==> config.mk <==
export PLATFORM = sky130hd
export DESIGN_NAME = adaptive_modulation_selector
export DESIGN_NICKNAME = d
export VERILOG_FILES = /design/src/ams_pkg.sv /design/src/adaptive_modulation_selector.sv
export SDC_FILE = /design/constraint.sdc
export NUM_CORES = 1
export LEC_CHECK = 0
export BUFFER_PORTS_ARGS = -buffer_cell sky130_fd_sc_hd__buf_2
export CAP_MARGIN = 20
export CORE_MARGIN = 5
export CORE_UTILIZATION = 45
export CTS_BUF_LIST = sky130_fd_sc_hd__clkbuf_8
export CTS_CLUSTER_DIAMETER = 150
export DETAILED_ROUTE_END_ITERATION = 8
export PLACE_DENSITY_LB_ADDON = 0.05
export SLEW_MARGIN = 20
export SYNTH_ARGS = -nofsm -noshare
export SYNTH_HDL_FRONTEND = slang
export SYNTH_SLANG_ARGS = --single-unit
==> constraint.sdc <==
create_clock -name clk_i -period 8.8 [get_ports clk_i]
set_clock_uncertainty 0.05 [all_clocks]
set_input_delay 0.88 -clock clk_i [delete_from_list [all_inputs] [get_ports clk_i]]
set_output_delay 0.88 -clock clk_i [all_outputs]
set_load 0.1 [all_outputs]
==> src/ams_pkg.sv <==
// Package for the adaptive modulation selector: mode tables, register map and helpers.
// Used by the selector top level and its bound checker. No dependencies.
`timescale 1ns / 1ps
`default_nettype none

package ams_pkg;

  // Mode set dimensions
  localparam int unsigned MODE_COUNT  = 20;
  localparam int unsigned MODE_W      = $clog2(MODE_COUNT);
  localparam int unsigned TIER4_FIRST = 15;

  // Field and register widths
  localparam int unsigned SNR_W   = 16;
  localparam int unsigned BER_W   = 25;
  localparam int unsigned QUAL_W  = 17;
  localparam int unsigned HYST_W  = 15;
  localparam int unsigned RATE_W  = 26;
  localparam int unsigned LIM_W   = 18;
  localparam int unsigned QMIN_W  = 16;
  localparam int unsigned DB_W    = 6;
  localparam int unsigned PADDR_W = 4;
  localparam int unsigned PDATA_W = 32;

  // Quality margin of 0.2 in units of 2^-16
  localparam int unsigned QUAL_MARGIN = 13107;

  // Reset values of the configuration registers
  localparam logic              ADAPT_RESET = 1'b1;
  localparam logic              TIER4_RESET = 1'b0;
  localparam logic [HYST_W-1:0] HYST_RESET  = 15'd256;

  // Register word indexes (byte address bits [3:2])
  localparam logic [1:0] REG_ADAPT = 2'd0;
  localparam logic [1:0] REG_TIER4 = 2'd1;
  localparam logic [1:0] REG_HYST  = 2'd2;

  // Default mode after reset, after a tier-4 drop and when no mode fits (2FSK)
  localparam logic [MODE_W-1:0] DEFAULT_MODE = '0;

  typedef logic [MODE_W-1:0] mode_t;

  // Lower and upper SNR bound of each mode in whole dB
  localparam logic [DB_W-1:0] SNR_LO_DB [MODE_COUNT] = '{
    6'd0,  6'd8,  6'd12, 6'd18, 6'd6,  6'd10, 6'd14, 6'd16, 6'd20, 6'd22,
    6'd28, 6'd8,  6'd12, 6'd16, 6'd18, 6'd10, 6'd15, 6'd18, 6'd22, 6'd26
  };
  localparam logic [DB_W-1:0] SNR_HI_DB [MODE_COUNT] = '{
    6'd15, 6'd20, 6'd25, 6'd30, 6'd18, 6'd22, 6'd26, 6'd28, 6'd32, 6'd35,
    6'd40, 6'd20, 6'd24, 6'd28, 6'd30, 6'd25, 6'd30, 6'd33, 6'd36, 6'd40
  };

  // Minimum quality score of each mode, 65536 equals 1.0
  localparam logic [QMIN_W-1:0] QUAL_MIN [MODE_COUNT] = '{
    16'd19661, 16'd32768, 16'd45875, 16'd52429, 16'd26214,
    16'd39322, 16'd49152, 16'd52429, 16'd55706, 16'd58982,
    16'd62259, 16'd32768, 16'd42598, 16'd51118, 16'd53740,
    16'd39322, 16'd45875, 16'd49152, 16'd52429, 16'd55706
  };

  // BER limit of each mode, 2^24 equals 1.0
  localparam logic [LIM_W-1:0] BER_MAX [MODE_COUNT] = '{
    18'd167772, 18'd83886, 18'd16777, 18'd8389, 18'd167772,
    18'd83886,  18'd16777, 18'd8389,  18'd1678, 18'd1678,
    18'd839,    18'd83886, 18'd33554, 18'd13422, 18'd5033,
    18'd16777,  18'd8389,  18'd5033,  18'd3355, 18'd1678
  };

  // Data rate of each mode in bits per second
  localparam logic [RATE_W-1:0] BIT_RATE [MODE_COUNT] = '{
    26'd1200,    26'd2400,    26'd3600,     26'd4800,     26'd1200,
    26'd2400,    26'd3600,    26'd9600,     26'd37500,    26'd75000,
    26'd100000,  26'd12500,   26'd25000,    26'd37500,    26'd50000,
    26'd1000000, 26'd5000000, 26'd10000000, 26'd20000000, 26'd40000000
  };

  // Modes sorted by falling rate; equal rates keep the order of the original scan.
  // The first fitting entry of this list is the reselection result.
  localparam logic [MODE_W-1:0] PICK_ORDER [MODE_COUNT] = '{
    5'd19, 5'd18, 5'd17, 5'd16, 5'd15, 5'd10, 5'd9, 5'd14, 5'd13, 5'd8,
    5'd12, 5'd11, 5'd7,  5'd3,  5'd6,  5'd2,  5'd5, 5'd1,  5'd4,  5'd0
  };

  // True for the broadband SOQPSK modes
  function automatic logic is_tier4(input logic [MODE_W-1:0] m);
    return (m >= MODE_W'(TIER4_FIRST)) && (m < MODE_W'(MODE_COUNT));
  endfunction

endpackage : ams_pkg

`default_nettype wire

==> src/adaptive_modulation_selector.sv <==
// Adaptive modulation selector: keeps the current and prior mode, reselects on SNR, BER and quality,
// and applies mode requests. Depends on ams_pkg for the mode tables and register map.
// Flow: an accepted transaction passes through the input register, where the table compare and
// priority pick run, into the result register; one transaction per cycle is sustained while the
// result channel is not stalled.
// Reset: asynchronous, active low; both modes return to 2FSK and the configuration registers to defaults.
`timescale 1ns / 1ps
`default_nettype none

module adaptive_modulation_selector (
  input  wire logic                        clk_i,
  input  wire logic                        rst_ni,
  // Configuration port
  input  wire logic                        psel,
  input  wire logic                        penable,
  input  wire logic                        pwrite,
  input  wire logic [ams_pkg::PADDR_W-1:0] paddr,
  input  wire logic [ams_pkg::PDATA_W-1:0] pwdata,
  output logic      [ams_pkg::PDATA_W-1:0] prdata,
  output logic                             pready,
  // Input channel
  input  wire logic                        in_valid_i,
  output logic                             in_stall_o,
  input  wire logic                        cmd_i,
  input  wire logic signed [ams_pkg::SNR_W-1:0] snr_level_i,
  input  wire logic [ams_pkg::BER_W-1:0]   error_rate_i,
  input  wire logic [ams_pkg::QUAL_W-1:0]  quality_i,
  input  wire logic [ams_pkg::MODE_W-1:0]  mode_request_i,
  // Result channel
  output logic                             out_valid_o,
  input  wire logic                        out_stall_i,
  output logic      [ams_pkg::MODE_W-1:0]  active_mode_o,
  output logic      [ams_pkg::MODE_W-1:0]  prior_mode_o,
  output logic      [ams_pkg::RATE_W-1:0]  bit_rate_o,
  output logic                             mode_changed_o,
  output logic                             request_rejected_o
);

  import ams_pkg::*;

  localparam int unsigned CMP_W = 18;

  // Configuration registers
  logic              adapt_en_q;
  logic              tier4_en_q;
  logic [HYST_W-1:0] hyst_q;
  logic              cfg_wr;

  // Input register
  logic                    in_valid_q;
  logic                    cmd_q;
  logic signed [SNR_W-1:0] snr_q;
  logic [BER_W-1:0]        ber_q;
  logic [QUAL_W-1:0]       qual_q;
  logic [MODE_W-1:0]       req_q;

  // Mode state
  mode_t cur_q, cur_d;
  mode_t prev_q, prev_d;

  // Result register
  logic              out_valid_q;
  mode_t             res_active_q;
  mode_t             res_prior_q;
  logic [RATE_W-1:0] res_rate_q;
  logic              res_changed_q;
  logic              res_rejected_q;
  logic              rejected;

  logic advance;
  logic in_take;

  // Compare operands
  mode_t                   base_cur;
  mode_t                   base_prev;
  mode_t                   pick;
  logic                    fallback;
  logic signed [CMP_W-1:0] snr_x;
  logic signed [CMP_W-1:0] up_bound;
  logic signed [CMP_W-1:0] low_bound;
  logic signed [CMP_W-1:0] qual_x;
  logic signed [CMP_W-1:0] qmin_x;
  logic signed [CMP_W-1:0] qlow_x;
  logic [BER_W-1:0]        lim_x;
  logic                    go_up;
  logic                    go_down;
  logic [MODE_COUNT-1:0]   fit;

  // APB register access
  assign pready = 1'b1;
  assign cfg_wr = psel && penable && pwrite;

  always_ff @(posedge clk_i or negedge rst_ni) begin
    if (!rst_ni) begin
      adapt_en_q <= ADAPT_RESET;
      tier4_en_q <= TIER4_RESET;
      hyst_q     <= HYST_RESET;
    end else if (cfg_wr) begin
      unique case (paddr[3:2])
        REG_ADAPT: adapt_en_q <= pwdata[0];
        REG_TIER4: tier4_en_q <= pwdata[0];
        REG_HYST:  hyst_q     <= pwdata[HYST_W-1:0];
        default:   ;
      endcase
    end
  end

  always_comb begin
    unique case (paddr[3:2])
      REG_ADAPT: prdata = {{(PDATA_W-1){1'b0}}, adapt_en_q};
      REG_TIER4: prdata = {{(PDATA_W-1){1'b0}}, tier4_en_q};
      REG_HYST:  prdata = {{(PDATA_W-HYST_W){1'b0}}, hyst_q};
      default:   prdata = '0;
    endcase
  end

  // Handshake: the held transaction moves on when the result register is free or drains
  assign advance    = in_valid_q && (!out_valid_q || !out_stall_i);
  assign in_stall_o = in_valid_q && !advance;
  assign in_take    = in_valid_i && !in_stall_o;

  always_ff @(posedge clk_i or negedge rst_ni) begin
    if (!rst_ni) begin
      in_valid_q <= 1'b0;
    end else if (!in_stall_o) begin
      in_valid_q <= in_valid_i;
    end
  end

  always_ff @(posedge clk_i) begin
    if (in_take) begin
      cmd_q  <= cmd_i;
      snr_q  <= snr_level_i;
      ber_q  <= error_rate_i;
      qual_q <= quality_i;
      req_q  <= mode_request_i;
    end
  end

  // Broadband modes drop back to 2FSK once tier 4 is switched off
  assign fallback  = !tier4_en_q && is_tier4(cur_q);
  assign base_cur  = fallback ? DEFAULT_MODE : cur_q;
  assign base_prev = fallback ? DEFAULT_MODE : prev_q;

  // Operating-region test against the current mode
  assign snr_x     = CMP_W'(snr_q);
  assign up_bound  = $signed({4'b0, SNR_HI_DB[base_cur], 8'b0}) + $signed({3'b0, hyst_q});
  assign low_bound = $signed({4'b0, SNR_LO_DB[base_cur], 8'b0}) - $signed({3'b0, hyst_q});
  assign qual_x    = $signed({1'b0, qual_q});
  assign qmin_x    = $signed({2'b0, QUAL_MIN[base_cur]});
  assign qlow_x    = qmin_x - CMP_W'(QUAL_MARGIN);
  assign lim_x     = BER_W'(BER_MAX[base_cur]);

  assign go_up   = (snr_x > up_bound) && (ber_q < lim_x) && (qual_x > qmin_x);
  assign go_down = (snr_x < low_bound) || (ber_q > lim_x) || (qual_x < qlow_x);

  // Window, BER and tier-4 enable test of every mode in parallel
  always_comb begin
    for (int m = 0; m < MODE_COUNT; m++) begin
      fit[m] = (snr_x >= $signed({4'b0, SNR_LO_DB[m], 8'b0}))
            && (snr_x <= $signed({4'b0, SNR_HI_DB[m], 8'b0}))
            && (ber_q <= BER_W'(BER_MAX[m]))
            && (tier4_en_q || !is_tier4(MODE_W'(m)));
    end
  end

  // Priority pick: the earliest fitting entry of the rate-sorted list, else 2FSK
  always_comb begin
    pick = DEFAULT_MODE;
    for (int i = MODE_COUNT - 1; i >= 0; i--) begin
      if (fit[PICK_ORDER[i]]) begin
        pick = PICK_ORDER[i];
      end
    end
  end

  // Next mode state for the transaction in the input register
  always_comb begin
    cur_d    = base_cur;
    prev_d   = base_prev;
    rejected = 1'b0;
    if (cmd_q) begin
      if (req_q < MODE_W'(MODE_COUNT)) begin
        if (is_tier4(req_q) && !tier4_en_q) begin
          rejected = 1'b1;
        end else begin
          cur_d  = req_q;
          prev_d = req_q;
        end
      end
    end else if (adapt_en_q && (go_up || go_down) && (pick != base_cur)) begin
      prev_d = base_cur;
      cur_d  = pick;
    end
  end

  always_ff @(posedge clk_i or negedge rst_ni) begin
    if (!rst_ni) begin
      cur_q  <= DEFAULT_MODE;
      prev_q <= DEFAULT_MODE;
    end else if (advance) begin
      cur_q  <= cur_d;
      prev_q <= prev_d;
    end
  end

  // Result register
  always_ff @(posedge clk_i or negedge rst_ni) begin
    if (!rst_ni) begin
      out_valid_q <= 1'b0;
    end else if (advance) begin
      out_valid_q <= 1'b1;
    end else if (!out_stall_i) begin
      out_valid_q <= 1'b0;
    end
  end

  always_ff @(posedge clk_i) begin
    if (advance) begin
      res_active_q   <= cur_d;
      res_prior_q    <= prev_d;
      res_rate_q     <= BIT_RATE[cur_d];
      res_changed_q  <= (cur_d != cur_q);
      res_rejected_q <= rejected;
    end
  end

  assign out_valid_o        = out_valid_q;
  assign active_mode_o      = res_active_q;
  assign prior_mode_o       = res_prior_q;
  assign bit_rate_o         = res_rate_q;
  assign mode_changed_o     = res_changed_q;
  assign request_rejected_o = res_rejected_q;

endmodule : adaptive_modulation_selector

`default_nettype wire

Word level (Yosys, flattened, before mapping). Memory sizes are Yosys's and may differ from the RTL's. A register that Yosys moved wholly into a read port is not among the register bits. Index checks and enable logic that the tools add are counted. W data, S select, Z words.

Add/subtract/negate cells: 3. Order comparisons: 46. Equal/unequal tests: 5. Mux-type cells: 40. Bitwise logic cells: 2. Reductions and logical operators: 66.

Operator list (number): $mux W5 (27); $le A16 B14 Y1 const B (8); $ge A16 B14 Y1 const B (6); $ge A16 B13 Y1 const B (5); $le A16 B15 Y1 const B (5); $logic_and A1 B1 Y1 (52); $le A25 B14 Y1 const B (2); $pmux W15 S3 (1); $mux W18 (2); $mux W16 (2); $gt A25 B18 Y1 (1); $le A25 B10 Y1 const B (1); $le A25 B11 Y1 const B (1); $le A25 B12 Y1 const B (1); $le A25 B13 Y1 const B (1); $le A25 B15 Y1 const B (1); $le A25 B16 Y1 const B (1); $le A25 B17 Y1 const B (1); $le A25 B18 Y1 const B (1); $lt A25 B18 Y1 (1); $mux W6 (4); $lt A18 B17 Y1 (1); $gt A16 B17 Y1 (1); $gt A17 B16 Y1 (1); other kinds (19) (35).

Flip-flop bits (word level): 105. ROM bits: 2304. Input port bits: 107. Logic and storage cells: 183. Memories kept: 5.

Memory list: (no name shown) (words 32, bits a word 26, read ports 1, clocked after memory_dff 1, write ports 0, RTL line adaptive_modulation_selector.sv:222) `res_rate_q <= BIT_RATE[cur_d];`; (no name shown) (words 32, bits a word 18, read ports 1, clocked after memory_dff 0, write ports 0, RTL line adaptive_modulation_selector.sv:152) `assign lim_x = BER_W'(BER_MAX[base_cur]);`; (no name shown) (words 32, bits a word 16, read ports 1, clocked after memory_dff 0, write ports 0, RTL line adaptive_modulation_selector.sv:150) `assign qmin_x = $signed({2'b0, QUAL_MIN[base_cur]});`; (no name shown) (words 32, bits a word 6, read ports 1, clocked after memory_dff 0, write ports 0, RTL line adaptive_modulation_selector.sv:148) `assign low_bound = $signed({4'b0, SNR_LO_DB[base_cur], 8'b0}) - $signed({3'b0, hyst_q});`; (no name shown) (words 32, bits a word 6, read ports 1, clocked after memory_dff 0, write ports 0, RTL line adaptive_modulation_selector.sv:147) `assign up_bound = $signed({4'b0, SNR_HI_DB[base_cur], 8'b0}) + $signed({3'b0, hyst_q});`.

Depth between registers and ports, before layout.
Word-level depth: 26. Mapped depth: 38.

Least setup slack after synthesis. OpenSTA, ideal clock, no wires.

Path kind: register -> register. Start: register cur_q[3]. End: register res_rate_q[6] (netlist: bit_rate_o[6]), data pin. Data arrival time: 7.397 ns. Required time: 8.570 ns. Path slack: 1.173 ns. Stages on the path, launching flop included: 37. Buffers on the path: 4. Path through: dfrtp_1 -> clkbuf_1 -> nor2b_1 -> clkbuf_1 -> nand2_1 -> o21a_1 -> o21ai_0 -> inv_1 -> ha_1 -> or4_1 -> inv_1 -> nor2_1 -> ha_1 -> fa_1 -> a21o_1 -> a21o_1 -> a21o_1 -> a21oi_1 -> xor2_1 -> ha_1 -> and3_1 -> o221a_2 -> a211oi_1 -> or4_1 -> a31o_2 -> and2_0 -> clkbuf_1 -> o211ai_1 -> o21ai_0 -> buf_2 -> inv_1 -> ha_1 -> inv_1 -> nand2_1 -> o21ai_0 -> and2_1 -> o41ai_2.

Word-level cells in the longest chain between the ends: 18. Elaborated cells between the ends (all ways): 40.

RTL lines: from (decl) (RTL line adaptive_modulation_selector.sv:58) `mode_t cur_q, cur_d;`; from (signal assigned) (RTL line adaptive_modulation_selector.sv:202) `cur_q <= cur_d;`; $ge A5 B4 Y1 / $lt A5 B5 Y1 (equally long branches) (RTL line ams_pkg.sv:86) `return (m >= MODE_W'(TIER4_FIRST)) && (m < MODE_W'(MODE_COUNT));`; $logic_and A1 B1 Y1 (RTL line ams_pkg.sv:86); $logic_and A1 B1 Y1 (RTL line adaptive_modulation_selector.sv:141) `assign fallback = !tier4_en_q && is_tier4(cur_q);`; $mux W5 * (RTL line adaptive_modulation_selector.sv:142) `assign base_cur = fallback ? DEFAULT_MODE : cur_q;`; $not A5 Y6 (implied by the code); $mem_v2 Z32 W6 (on tied branches); $mux W6 (on tied branches) (2 in a row) (RTL line adaptive_modulation_selector.sv:147, adaptive_modulation_selector.sv:148); $add A14 B15 Y16 / $sub A14 B15 Y16 (equally long branches) (RTL line adaptive_modulation_selector.sv:147, adaptive_modulation_selector.sv:148); $gt A16 B17 Y1 / $lt A16 B16 Y1 (equally long branches) (RTL line adaptive_modulation_selector.sv:154, adaptive_modulation_selector.sv:155); $logic_and A1 B1 Y1 / $logic_or A1 B1 Y1 (equally long branches) (2 in a row) (RTL line adaptive_modulation_selector.sv:154, adaptive_modulation_selector.sv:155); $logic_or A1 B1 Y1 (RTL line adaptive_modulation_selector.sv:191) `end else if (adapt_en_q && (go_up || go_down) && (pick != base_cur)) begin`; $logic_and A1 B1 Y1 (2 in a row) (RTL line adaptive_modulation_selector.sv:191); $mux W5 (RTL line adaptive_modulation_selector.sv:191); $mux W5 * (RTL line adaptive_modulation_selector.sv:182) `if (cmd_q) begin`; $not A5 Y6 (implied by the code) * (RTL line adaptive_modulation_selector.sv:222); to (decl) (RTL line adaptive_modulation_selector.sv:65) `logic [RATE_W-1:0] res_rate_q;`.

Every way passes the cells marked *; elsewhere a longest branch is shown, timed or not. The select of a mux whose other input is x is not followed. A chain may end at the register's enable or synchronous reset.

Worst setup path after layout.
Start: register cur_q[3]. End: register res_rate_q[9] (netlist: bit_rate_o[9]), data pin.

Same word-level chain as after synthesis.

==> flow_summary_export.csv <==
group,metric,value,unit
outcome,outcome,"finished, final reports clean",
routing,finalWirelength,32100,um
yosys,synth-seq-cells,129,
routing,drt_iter0_drc,955,
clock_tree,post_cts_buffers,0,
die,pin_count,180,
die,core_area,0.0249,mm^2
yosys,postSynthCellCount,1276,
critical_path,cp.required,9.01,ns
power,internal_power,1.96,mW
routing,wl_per_cell,18.6,um
clock_tree,cts_sinks,129,
critical_path,startpoint_type,"flop",
power,power.switching,2.03,mW
yosys,avgSynthCellArea,8.83,um^2
sta,hold_violations,0,
routing,vias,10200,
sta,max-slew-margin-rel,0.278,
yosys,postSynth.asyncResetShare,0.225,
sta,slew_violations,0,
yosys,yosysSeqAreaShare,0.331,
die,std_cell_rows,58,
yosys,synthTopCellsByCount,"nand2_1, ha_1, edfxtp_1",
placement,place_hpwl,24200,um
die,die_x,168,um
final_layout,diodes,0,
critical_path,crit_type,"reg -> reg",
critical_path,cp_common_cell,"ha_1",
clock_tree,cts_tree,"built",
clock_tree,clkLatencyLatePin,0.48,ns
yosys,synth_top_area_share,0.266,
final_layout,num-nets-final,1598,
placement,postPlaceCellArea,0.0122,mm^2
power,vdd_ir_drop_max,189,uV
worst_hold_path,hold_path.class,"in -> async",
sta,tightest_slew,1.06,ns
critical_path,slowest_stage,"or4_1",
die,die_area,0.0283,mm^2
power,power.leakage,5.23,nW
sta,hold_ws,0.399,ns
final_layout,area_growth,11.5,%
sta,setup_viol,0,
sta,grt_setup_unrepaired,"false",
yosys,yosys_warnings,0,
placement,port_buffers,140,
yosys,synth.most_common_cell,"nand2_1",
sta,timing.fmax,126,MHz
yosys,synth.largest_area_cell,"edfxtp_1",
grt,grt_max_degree,65,
sta,period_minus_slack,7.91,ns
critical_path,r2r-start,"cur_q[3]",
critical_path,critPathLaunch,"cur_q[3]",
clock_tree,cts-buffers-inserted,17,
routing,drcViolationCount,0,
grt,grt_usage,0.224,
yosys,netlist_area,0.0113,mm^2
placement,gp_congestion,0.963,
critical_path,cp_max_fo,24,
power,pwr-share-comb,0.648,
die,initial_core_util,0.453,
final_layout,fillCellCount,2414,
clock_tree,clkTransAtPathRegs,0.09,ns
grt,gr-total-overflow,0,
critical_path,cp.arrival,8.12,ns
final_layout,fin_util,0.505,
run,drv_cap,0,
final_layout,finish.instance_area,0.0126,mm^2
power,power_density,317,mW/mm^2
power,p_clk_frac,0.134,
yosys,synthTopCellsByArea,"edfxtp_1, ha_1, dfrtp_1",
final_layout,drive_gt1_frac,0.175,
clock_tree,htree_num_levels,4,
grt,antenna_found_initial,0,
power,netSwitchingFraction,0.509,
grt,grt_first_pass_wirelength,51400,um
routing,ant_nets,0,
yosys,synth-edff-count,100,
clock_tree,ctsResizeCount,0,
clock_tree,clockBufferDepth,2,
power,seq_power_share,0.218,
critical_path,slowest_delay,0.63,ns
grt,grt_pass1_vias,9564,
yosys,ys_types,97,
yosys,synthFlopType,"edfxtp_1",
routing,firstDrtPassIters,6,
die,die_h,168,um
clock_tree,cts_hold_buf,0,
clock_tree,cts_root_buf,"clkbuf_8",
critical_path,worstSetupEndpointType,"flop",
sta,tns,0,ns
routing,vias_per_cell,5.92,
sta,fin_crit_sh,0.899,
critical path: cells and delay by family, from the launching register on:
kind / cells / cell delay (ns)
buf+inv: 4 / 0.66
mux: 2 / 0.81
simple gates: 7 / 1.63
flops: 1 / 0.42
fa+ha+maj: 4 / 1.28
compound gates: 12 / 2.70
xor+xnor: 1 / 0.13
power by group through the flow:
stage / Clock [mW] / Sequential, mW / Combinational (mW)
after floorplan: 0 / 1.10 / 1.77
after global placement: 0 / 0.880 / 2.53
after detailed placement: 0 / 0.879 / 2.56
after CTS: 0.551 / 0.867 / 2.58
after global routing: 0.577 / 0.880 / 2.91
final: 0.535 / 0.867 / 2.58
final cells by class:
class	count	area (um^2)	area share
clock buffers	17	234	0.0186
clock inverters	15	159	0.0126
inverters	59	221	0.0176
multi-input cells	1012	6930	0.552
flip-flops and latches	129	3730	0.297
well taps	330	413	0.0329
repair buffers	163	873	0.0695
metrics by stage:
step	std cells	setup WS, ns	total power [mW]
after floorplan	1294	1.17	2.87
after global placement	1693	1.06	3.41
after global routing	1725	0.309	4.37
final	1725	0.889	3.98
after CTS	1725	0.943	4.00
after detailed placement	1693	0.974	3.44
metal layers:
metal / up-vias / part of all wire / GRT usage
met1: 4813 / 0.44 / 0.300
li1: 4994 / - / -
met2: 355 / 0.47 / 0.371
met3: 52 / 0.064 / 0.0369
met5: - / 0 / 0
met4: 0 / 0.025 / 0.0713
flip-flops by register name, summed over array words and instances (netlist names):
signal / count
cmd_q: 1
request_rejected_o: 1
adapt_en_q: 1
snr_q: 16
req_q: 5
prev_q: 5
cur_q: 5
mode_changed_o: 1
bit_rate_o: 24
active_mode_o: 5
prior_mode_o: 5
ber_q: 25
tier4_en_q: 1
out_valid_o: 1
qual_q: 17
in_valid_q: 1
hyst_q: 15
worst paths after layout:
check	endpoint	slack, ns	cells after the start
max	bit_rate_o[9]	0.89	30
max in group asynchronous	cur_q[3]	7.81	1
min reg2reg	out_valid_o	0.45	1
min	hyst_q[3]	0.40	1
max reg2reg	bit_rate_o[9]	0.89	30
min in group clk_i	out_valid_o	0.45	1
layout by cell type, fill, tap and decap left out, types with 20 or more instances in the layout:
cell / instances
a21o_1: 23
a21oi_1: 71
conb_1: 20
ha_1: 108
and2_1: 21
edfxtp_1: 100
xnor2_1: 22
nand2b_1: 24
buf_2: 140
o21ai_0: 98
dfrtp_1: 27
nand2_1: 119
inv_1: 56
buf_4: 23
nor3_1: 36
nand3_1: 41
nand4_1: 21
nor2_1: 68
nor2b_1: 21
kinds of logic (layout without fill, tap and decap cells):
group,after synthesis,count (layout),synth area share
AND/OR/NAND/NOR,450,450,0.212
other,2,20,0.000666
XOR/XNOR,32,32,0.0249
flip-flops,129,129,0.331
adder cells (fa/ha/maj),109,109,0.122
buffers and inverters,153,254,0.0608
AO/OA/AOI/OAI,381,381,0.228
multiplexers,20,20,0.0215
Power figures use the tool's default switching activity.
